==> src/rtl/pds_pkg.sv <==
// Shared types, character codes and helper functions for the percent decoder.
package pds_pkg;

    localparam logic [7:0] CHAR_PCT = 8'h25;
    localparam logic [7:0] CHAR_QMK = 8'h3F;

    localparam int unsigned RES_MAX = 3;

    localparam logic [1:0] PH_IDLE = 2'd0;
    localparam logic [1:0] PH_PCT  = 2'd1;
    localparam logic [1:0] PH_HEX  = 2'd2;
    localparam logic [1:0] PH_BAD  = 2'd3;

    typedef struct packed {
        logic [7:0] data;
        logic       last;
    } pds_item_t;

    typedef struct packed {
        logic [RES_MAX-1:0][7:0] data;
        logic [1:0]              cnt;
        logic                    text_end;
    } pds_group_t;

    function automatic logic [7:0] to_upper(input logic [7:0] c);
        logic [7:0] r;
        r = c;
        if (c >= 8'h61 && c <= 8'h7A)
        begin
            r = c - 8'h20;
        end
        return r;
    endfunction

    // bit 4: valid hex digit, bits 3:0: its value (upper-case digits only)
    function automatic logic [4:0] hex_dec(input logic [7:0] c);
        logic [7:0] d;
        logic [4:0] r;
        d = 8'h00;
        r = 5'd0;
        if (c >= 8'h30 && c <= 8'h39)
        begin
            d = c - 8'h30;
            r = {1'b1, d[3:0]};
        end
        else if (c >= 8'h41 && c <= 8'h46)
        begin
            d = c - 8'h37;
            r = {1'b1, d[3:0]};
        end
        return r;
    endfunction

endpackage

==> src/rtl/pds_in_reg.sv <==
// Input register stage of the percent decoder.
module pds_in_reg (
    input  logic              clk,
    input  logic              rst_n,
    input  logic              s_tvalid,
    output logic              s_tready,
    input  logic [7:0]        s_tdata,   // in_byte[7:0]
    input  logic              s_tlast,   // is_last
    input  logic              load,
    output logic              item_vld,
    output pds_pkg::pds_item_t item
);
    import pds_pkg::*;

    logic      vld_reg;
    pds_item_t item_reg;

    assign s_tready = !vld_reg || load;
    assign item_vld = vld_reg;
    assign item     = item_reg;

    always_ff @(posedge clk or negedge rst_n)
    begin
        if (!rst_n)
        begin
            vld_reg <= 1'b0;
        end
        else if (s_tready)
        begin
            vld_reg <= s_tvalid;
        end
    end

    always_ff @(posedge clk)
    begin
        if (s_tready && s_tvalid)
        begin
            item_reg.data <= s_tdata;
            item_reg.last <= s_tlast;
        end
    end

endmodule

==> src/rtl/pds_decode.sv <==
// Escape state and decode logic: turns one item into a group of up to three results.
module pds_decode (
    input  logic               clk,
    input  logic               rst_n,
    input  pds_pkg::pds_item_t item,
    input  logic               load,
    output pds_pkg::pds_group_t grp
);
    import pds_pkg::*;

    logic [1:0] phase_reg, phase_next;
    logic [7:0] held_reg, held_next;
    logic [7:0] up;
    logic [4:0] hv;
    logic [4:0] hh;

    always_comb
    begin
        up = to_upper(item.data);
        hv = hex_dec(up);
        hh = hex_dec(held_reg);
        phase_next   = phase_reg;
        held_next    = held_reg;
        grp.data[0]  = item.data;
        grp.data[1]  = held_reg;
        grp.data[2]  = item.data;
        grp.cnt      = 2'd0;
        grp.text_end = item.last;
        unique case (phase_reg)
            PH_IDLE:
            begin
                if (item.data == CHAR_PCT)
                begin
                    phase_next = PH_PCT;
                end
                else
                begin
                    grp.cnt = 2'd1;
                end
            end
            PH_PCT:
            begin
                held_next  = up;
                phase_next = hv[4] ? PH_HEX : PH_BAD;
            end
            PH_HEX:
            begin
                grp.data[0] = hv[4] ? {hh[3:0], hv[3:0]} : CHAR_QMK;
                grp.cnt     = 2'd1;
                phase_next  = PH_IDLE;
                held_next   = 8'h00;
            end
            PH_BAD:
            begin
                grp.data[0] = CHAR_PCT;
                phase_next  = PH_IDLE;
                held_next   = 8'h00;
                if (held_reg == CHAR_PCT)
                begin
                    // held percent opens a new escape with this item
                    held_next  = up;
                    phase_next = hv[4] ? PH_HEX : PH_BAD;
                    grp.cnt    = 2'd1;
                end
                else if (item.data == CHAR_PCT)
                begin
                    phase_next = PH_PCT;
                    grp.cnt    = 2'd2;
                end
                else
                begin
                    grp.cnt = 2'd3;
                end
            end
        endcase
        if (item.last)
        begin
            phase_next = PH_IDLE;
            held_next  = 8'h00;
        end
    end

    always_ff @(posedge clk or negedge rst_n)
    begin
        if (!rst_n)
        begin
            phase_reg <= PH_IDLE;
            held_reg  <= 8'h00;
        end
        else if (load)
        begin
            phase_reg <= phase_next;
            held_reg  <= held_next;
        end
    end

    a_last_resets: assert property (@(posedge clk) disable iff (!rst_n)
        (load && item.last) |=> (phase_reg == PH_IDLE && held_reg == 8'h00))
        else $error("escape state not cleared after last item");

    a_pct_silent: assert property (@(posedge clk) disable iff (!rst_n)
        (load && phase_reg == PH_PCT) |-> (grp.cnt == 2'd0))
        else $error("results produced while opening an escape");

endmodule

==> src/rtl/pds_out_buf.sv <==
// Result register: holds one group and hands its results out one item at a time.
module pds_out_buf (
    input  logic                clk,
    input  logic                rst_n,
    input  pds_pkg::pds_group_t grp,
    input  logic                load,
    output logic                can_load,
    output logic                m_tvalid,
    input  logic                m_tready,
    output logic [7:0]          m_tdata,   // out_byte[7:0]
    output logic                m_tlast,   // run_last
    output logic                m_tuser    // text_end
);
    import pds_pkg::*;

    logic [1:0]              rem_reg;
    logic [RES_MAX-1:0][7:0] res_reg;
    logic                    end_reg;
    logic                    take;

    assign take     = m_tvalid && m_tready;
    assign can_load = (rem_reg == 2'd0) || (rem_reg == 2'd1 && m_tready);
    assign m_tvalid = rem_reg != 2'd0;
    assign m_tdata  = res_reg[0];
    assign m_tlast  = rem_reg == 2'd1;
    assign m_tuser  = end_reg;

    always_ff @(posedge clk or negedge rst_n)
    begin
        if (!rst_n)
        begin
            rem_reg <= 2'd0;
        end
        else if (load)
        begin
            rem_reg <= grp.cnt;
        end
        else if (take)
        begin
            rem_reg <= rem_reg - 2'd1;
        end
    end

    always_ff @(posedge clk)
    begin
        if (load)
        begin
            res_reg <= grp.data;
            end_reg <= grp.text_end;
        end
        else if (take)
        begin
            // advance the remaining results
            res_reg[0] <= res_reg[1];
            res_reg[1] <= res_reg[2];
        end
    end

    a_shift: assert property (@(posedge clk) disable iff (!rst_n)
        (take && rem_reg > 2'd1) |=> (m_tdata == $past(res_reg[1])))
        else $error("result order broken on advance");

    a_load_cnt: assert property (@(posedge clk) disable iff (!rst_n)
        (load && grp.cnt != 2'd0) |=> (rem_reg == $past(grp.cnt) && m_tvalid))
        else $error("group count not taken on load");

endmodule

==> src/rtl/percent_decode_stream_unit.sv <==
// Top level of the streaming URL percent decoder.
//
// Input channel s_*: one nonzero text byte per item in s_tdata, with s_tlast on
// the final byte of a string. Output channel m_*: decoded bytes in m_tdata,
// m_tlast on the last result caused by one input item, m_tuser on every result
// caused by the final input byte of a string.
// A '%' and two hex digits give one byte; a '%', a hex digit and a non-hex byte
// give '?'; a '%' and a non-hex byte give '%', then that byte upper-cased and
// taken again as fresh input. An escape cut short by the end of a string is
// dropped. An input item causes zero to three results.
// An accepted input item is loaded into the input register at the accepting edge;
// its results are loaded from there into the result register once can_load is high.
// Throughput: one item per cycle while each item causes at most one result and
// m_tready is high; an item with two or three results holds the input while the
// result register drains them, one result per cycle while m_tready is high.
// Reset: clears the escape state, the input register and the result register;
// both channels are idle afterwards.
// Stall: when m_tready is low the current result holds, the next group waits
// in the input register and s_tready drops once that register is full.
module percent_decode_stream_unit (
    input  logic       clk,
    input  logic       rst_n,
    input  logic       s_tvalid,
    output logic       s_tready,
    input  logic [7:0] s_tdata,   // in_byte[7:0]
    input  logic       s_tlast,   // is_last
    output logic       m_tvalid,
    input  logic       m_tready,
    output logic [7:0] m_tdata,   // out_byte[7:0]
    output logic       m_tlast,   // run_last
    output logic       m_tuser    // text_end
);
    import pds_pkg::*;

    pds_item_t  item;
    pds_group_t grp;
    logic       item_vld;
    logic       can_load;
    logic       load;

    assign load = item_vld && can_load;

    pds_in_reg u_in_reg (
        .clk      (clk),
        .rst_n    (rst_n),
        .s_tvalid (s_tvalid),
        .s_tready (s_tready),
        .s_tdata  (s_tdata),
        .s_tlast  (s_tlast),
        .load     (load),
        .item_vld (item_vld),
        .item     (item)
    );

    pds_decode u_decode (
        .clk   (clk),
        .rst_n (rst_n),
        .item  (item),
        .load  (load),
        .grp   (grp)
    );

    pds_out_buf u_out_buf (
        .clk      (clk),
        .rst_n    (rst_n),
        .grp      (grp),
        .load     (load),
        .can_load (can_load),
        .m_tvalid (m_tvalid),
        .m_tready (m_tready),
        .m_tdata  (m_tdata),
        .m_tlast  (m_tlast),
        .m_tuser  (m_tuser)
    );

endmodule

==> config.mk <==
export PLATFORM = sky130hd
export DESIGN_NAME = percent_decode_stream_unit
export DESIGN_NICKNAME = d
export VERILOG_FILES = /design/src/rtl/pds_pkg.sv /design/src/rtl/pds_in_reg.sv /design/src/rtl/pds_decode.sv /design/src/rtl/pds_out_buf.sv /design/src/rtl/percent_decode_stream_unit.sv
export SDC_FILE = /design/constraint.sdc
export NUM_CORES = 1
export LEC_CHECK = 0
export BUFFER_PORTS_ARGS = -buffer_cell sky130_fd_sc_hd__buf_2
export CAP_MARGIN = 20
export CORE_ASPECT_RATIO = 1.25
export CORE_MARGIN = 3
export CORE_UTILIZATION = 63
export CTS_CLUSTER_SIZE = 40
export DETAILED_ROUTE_END_ITERATION = 10
export PLACE_DENSITY_LB_ADDON = 0.15
export SKIP_LAST_GASP = 1
export SLEW_MARGIN = 20
export SYNTH_ARGS = -nofsm -noshare
export SYNTH_HDL_FRONTEND = slang
export SYNTH_SLANG_ARGS = --single-unit
==> constraint.sdc <==
create_clock -name clk -period 4.6 [get_ports clk]
set_input_delay 1.15 -clock clk [delete_from_list [all_inputs] [get_ports clk]]
set_output_delay 1.15 -clock clk [all_outputs]
set_load 0.005 [all_outputs]
Word level (Yosys, flattened, before mapping)

Index checks and enable logic that the tools add are counted.
W data, S select, Z words.

Mux-type cells: 24
$lt $le $gt $ge: 10
Add/subtract/negate cells: 6
Reduce and logical (&&, ||, !) cells: 19
Equal/unequal tests: 7

Operators by type and width:

| kind                  | count |
|---|---|
| $mux W16              | 2 |
| $mux W8               | 4 |
| $ge A8 B7 Y1 const B  | 3 |
| $le A8 B7 Y1 const B  | 3 |
| $pmux W8 S3           | 1 |
| $eq A8 B6 Y1 const B  | 2 |
| $ge A8 B6 Y1 const B  | 2 |
| $le A8 B6 Y1 const B  | 2 |
| $pmux W8 S2           | 1 |
| $mux W2               | 6 |
| $mux W5               | 2 |
| $logic_and A1 B1 Y1   | 9 |
| $mux W4               | 2 |
| $pmux W2 S4           | 1 |
| $sub A4 B1 Y4 const B | 2 |
| $sub A4 B3 Y4 const B | 2 |
| $sub A8 B6 Y8 const B | 1 |
| $pmux W2 S3           | 1 |
| $eq A2 B1 Y1 const B  | 2 |
| $eq A2 B2 Y1 const B  | 2 |
| $logic_not A2 Y1      | 2 |
| $mux W1               | 4 |
| $reduce_and A2 Y1     | 2 |
| $reduce_bool A2 Y1    | 2 |
| 5 further kinds       | 6 |

Flip-flop bits (word level): 47

Depth between registers and ports, before layout

Word-level depth: 11
Depth in mapped cells: 9
Gate-level depth less buffers: 8

By module

A second synthesis with hierarchy kept.

Cell total of the unflattened synthesis: 218
Area, all modules: 2593.7 sq um

Modules (own cells, without submodules):

| module                     | area each (sq um) | times used | sequential area each (sq um) | cells each |
|---|---|---|---|---|
| pds_out_buf                | 1157.4            | 1          | 800.8                        | 69 |
| pds_decode                 | 1106.1            | 1          | 250.2                        | 135 |
| pds_in_reg                 | 324.1             | 1          | 295.3                        | 13 |
| percent_decode_stream_unit | 6.3               | 1          | 0.0                          | 1 |

Least setup slack after synthesis

Ideal clock, no wire load.

Kind: input port to output port
From: input port m_tready
To: output port s_tready
Stages on the path: 2
Arrival time: 1.386 ns
Setup slack: 2.064 ns
Data required time: 3.450 ns
Path through: a21oi_1 -> nand2_1

Word-level cells in the longest chain between the ends: 4

Ends and longest elaborated chain:

| what                | line                             | text |
|---|---|---|
| from (decl)         | percent_decode_stream_unit.sv:28 | `input logic m_tready,` |
| $logic_and A1 B1 Y1 | pds_out_buf.sv:22                | `assign can_load = (rem_reg == 2'd0) \|\| (rem_reg == 2'd1 && m_tready);` |
| $logic_or A1 B1 Y1  | pds_out_buf.sv:22                |  |
| $logic_and A1 B1 Y1 | percent_decode_stream_unit.sv:41 | `assign load = item_vld && can_load;` |
| $logic_or A1 B1 Y1  | pds_in_reg.sv:18                 | `assign s_tready = !vld_reg \|\| load;` |
| to (decl)           | percent_decode_stream_unit.sv:24 | `output logic s_tready,` |

Every way passes these cells.

Worst setup path in the final report

Ends and elaborated chain as after synthesis.

==> results.md <==
| Quantity | Reported |
| --- | --- |
| Run status | complete, no violations |
| Vias in the first global route | 1750 |
| Data arrival, critical path | 1670 ps |
| Design area | 0.00270 mm2 |
| Slew of the pin with the lowest slew margin | 1120 ps |
| CP top delay family | buffers and inverters |
| Crit path capture type | output pin |
| Die height | 76.6 um |
| Via count of the routed design | 1805 |
| Number of antenna violations at the first check in global routing | 0 |
| Clock tree from TritonCTS | built |
| Relative slew slack | 0.249 |
| Max FFs per register | 16 |
| Drt via density | 6.12 |
| Fraction of layout instances using a drive strength above 1 | 0.178 |
| Number of buffer cells added on primary ports | 24 |
| Reg2reg path depth | 7 |
| Number of cells on the critical path | 4 |
| Number of slew-limit violations in the final report | 0 |
| Setup repair after global routing missed its margin | no |
| Upper clock frequency limit | 0.354 GHz |
| Post-synth EDFFs | 34 |
| DRT iter0 DRCs | 131 |
| Clk Tree Root Cell | sky130_fd_sc_hd__clkbuf_8 |
| Instance area at placement | 0.00262 mm2 |
| Maximum count of clock buffers along a single path | 2 |
| Number of warnings issued by yosys | 0 |
| Post-route non-filler standard cell count | 295 |
| Final weighted congestion in routability-driven placement | 0.943 |
| Area of the placeable core | 0.00382 mm2 |
| Post-CTS repair timing setup buffer count | 0 |
| Share of the cycle needed by the critical path after routing | 0.613 |
| Nets@finish | 265 |
| Wire length per cell after detailed routing | 17.9 um |
| Type of the setup path with the least slack | primary input to output pin |
| Critical path buffer and inverter count | 2 |
| Count of unique library cells instantiated by Yosys | 51 |
| # H-tree levels | 2 |
| Number of hold violations in the final report | 0 |
| Total setup violations reported at the end of the flow | 0 |
| Post-synthesis instance area | 0.00251 mm2 |
| Final core utilization | 0.707 |
| Portion of the post-synthesis area used by sequential elements | 0.537 |
| Pleak | 1.10 nW |
| DRC Markers | 0 |
| Net count after synthesis | 247 |
| Pin count of the biggest net entering global routing | 25 |
| Initial Utilization | 0.657 |
| Leading register cell type out of synthesis | sky130_fd_sc_hd__edfxtp_1 |
| Number of CTS-inserted buffers | 5 |
| Number of storage elements in the synthesis netlist | 47 |
| Routed WL | 5270 um |
| Number of standard cells after synthesis | 222 |
| Req. time, crit path | 3450 ps |
| TritonCTS Sinks | 47 |
| Overall track demand over capacity in global routing | 0.232 |
| Antenna Cells | 0 |
| Slowest cell on the critical path | sky130_fd_sc_hd__a21oi_1 |
| Max_cap viols | 0 |
| Total Neg Setup Slack | 0 ps |
| Syn avg cell area | 11.3 um2 |
| Proportion of register bits with asynchronous set or reset after synthesis | 0.277 |
| HPWL after DPL | 3740 um |
| Post-route antenna net violation count | 0 |
| Number of I/O pins | 25 |
| Stage delay of the slowest cell on the critical path | 170 ps |
| Depth of the worst hold-timing path | 1 |
| Number of placed instances, taps included | 287 |
| CP startpoint kind | primary input |
| Clock Skew | 6.39 ps |
| First-pass GRT wire length | 8470 um |
| Cell breakdown of the critical path | buf_2 -> a21oi_1 -> nand2_1 -> buf_2 |
| Register clock-pin slew on the reported worst setup and hold paths | 80 ps |
| Min-delay worst type | flop to flop |
| Global route total overflow | 0 |
| Cell seen most often among critical-path stages | sky130_fd_sc_hd__buf_2 |
| CP Max Fanout | 3 |
| Horizontal die dimension | 62.4 um |
| Number of cells upsized or downsized after cts | 0 |
| Final critical path time including I/O delays and setup | 2820 ps |
| First-pass iteration count of the detailed router | 4 |
| Die Footprint | 0.00478 mm2 |
| Area growth from synthesis to layout | 7.58% |
| Power per unit of standard cell area | 623 mW/mm2 |
| CTS hold repair buffers | 0 |
| Clock latency at the later pin of the worst-skew pair | 300 ps |
| Count of standard-cell rows | 25 |
| Worst voltage drop across the vdd grid | 0.000332 V |
==> path summary, 6_finish.rpt <==
path / start / slack [ps] / to
worst max-delay path: m_tready / 1780 / s_tready
worst min-delay path: u_out_buf.rem_reg[1] / 510 / u_out_buf.rem_reg[1]
worst max register to register: u_in_reg.item[2] / 2200 / u_out_buf.m_tdata[1]
worst min register to register: u_out_buf.rem_reg[1] / 510 / u_out_buf.rem_reg[1]
max in group asynchronous: rst_n / 3620 / u_decode.held_reg[5]
min in group asynchronous: rst_n / 730 / u_out_buf.rem_reg[0]
==> synthesized netlist by cell type (all sizes together) (2+ instances only) <==
cell type | number | share of area
edfxtp | 34 | 0.41
nand2 | 30 | 0.045
o21ai | 16 | 0.032
dfrtp | 13 | 0.13
inv | 13 | 0.019
buf | 12 | 0.034
ha | 12 | 0.060
a21oi | 10 | 0.020
nand3 | 8 | 0.016
a22o | 6 | 0.021
nor3 | 5 | 0.010
a21o | 4 | 0.012
a31oi | 4 | 0.010
clkbuf | 4 | 0.0060
nor2b | 4 | 0.010
and3 | 3 | 0.0075
nand2b | 3 | 0.010
o211ai | 3 | 0.0090
o31ai | 3 | 0.011
a22oi | 2 | 0.0060
a32o | 2 | 0.0080
and4 | 2 | 0.0080
mux2 | 2 | 0.010
nand3b | 2 | 0.0060
nand4b | 2 | 0.0070
nor2 | 2 | 0.0030
nor3b | 2 | 0.0060
o21a | 2 | 0.0060
o21bai | 2 | 0.0075
o311ai | 2 | 0.0070
==> stage by stage <==
step | setup slack, ps | hold slack, ps | power (mW)
after floorplan | 2060 | 464 | 1.27
after global placement | 1820 | 476 | 1.42
after detailed placement | 1780 | 500 | 1.44
after CTS | 1780 | 519 | 1.68
after global routing | 1720 | 533 | 1.79
final | 1780 | 512 | 1.68
==> cells by family (layout without fill, tap and decap cells) <==
kind of cell / Yosys count / after routing / synth area share
adders and majority gates: 12 / 12 / 0.0598
muxes: 2 / 2 / 0.0105
xor gates and xnor gates: 1 / 1 / 0.00349
and+or+nand+nor: 69 / 69 / 0.150
DFF: 47 / 47 / 0.537
AOI/OAI and AO/OA: 62 / 62 / 0.180
buffers and inverters: 29 / 48 / 0.0598
==> final cells by class <==
type,instances,area [um2]
Sequential cell,47,1350
Fill cell,305,1120
Multi-Input combinational cell,146,1010
Timing Repair Buffer,27,143
Clock buffer,7,76.3
Tap cell,54,67.6
Inverter,13,48.8
Clock inverter,1,5.00
==> routing by layer <==
metal | part of all wire | wire length [um] | track usage | vias to the layer above
met2 | 0.50 | 2610 | 0.379 | 72
met4 | 0.023 | 122 | 0.102 | 0
met5 | 0 | 0 | 0 | -
li1 | - | - | - | 849
met3 | 0.060 | 317 | 0.0457 | 14
met1 | 0.42 | 2220 | 0.299 | 870
==> placed cells by master (no fill, tap or decap), types with 5 or more instances in the layout <==
master,instances
sky130_fd_sc_hd__a21oi_1,10
sky130_fd_sc_hd__a22o_1,6
sky130_fd_sc_hd__buf_2,24
sky130_fd_sc_hd__clkbuf_8,5
sky130_fd_sc_hd__dfrtp_1,13
sky130_fd_sc_hd__edfxtp_1,34
sky130_fd_sc_hd__ha_1,12
sky130_fd_sc_hd__inv_1,13
sky130_fd_sc_hd__nand2_1,30
sky130_fd_sc_hd__nand3_1,8
sky130_fd_sc_hd__nor3_1,5
sky130_fd_sc_hd__o21ai_0,16
==> report_power, final <==
part	leakage, nW	switching, mW	internal [mW]
combinational	0.566	0.370	0.255
sequential	0.495	0.136	0.685
clock	0.0422	0.130	0.107
total	1.10	0.636	1.05
No activity file was read; power rests on OpenSTA's default activity.
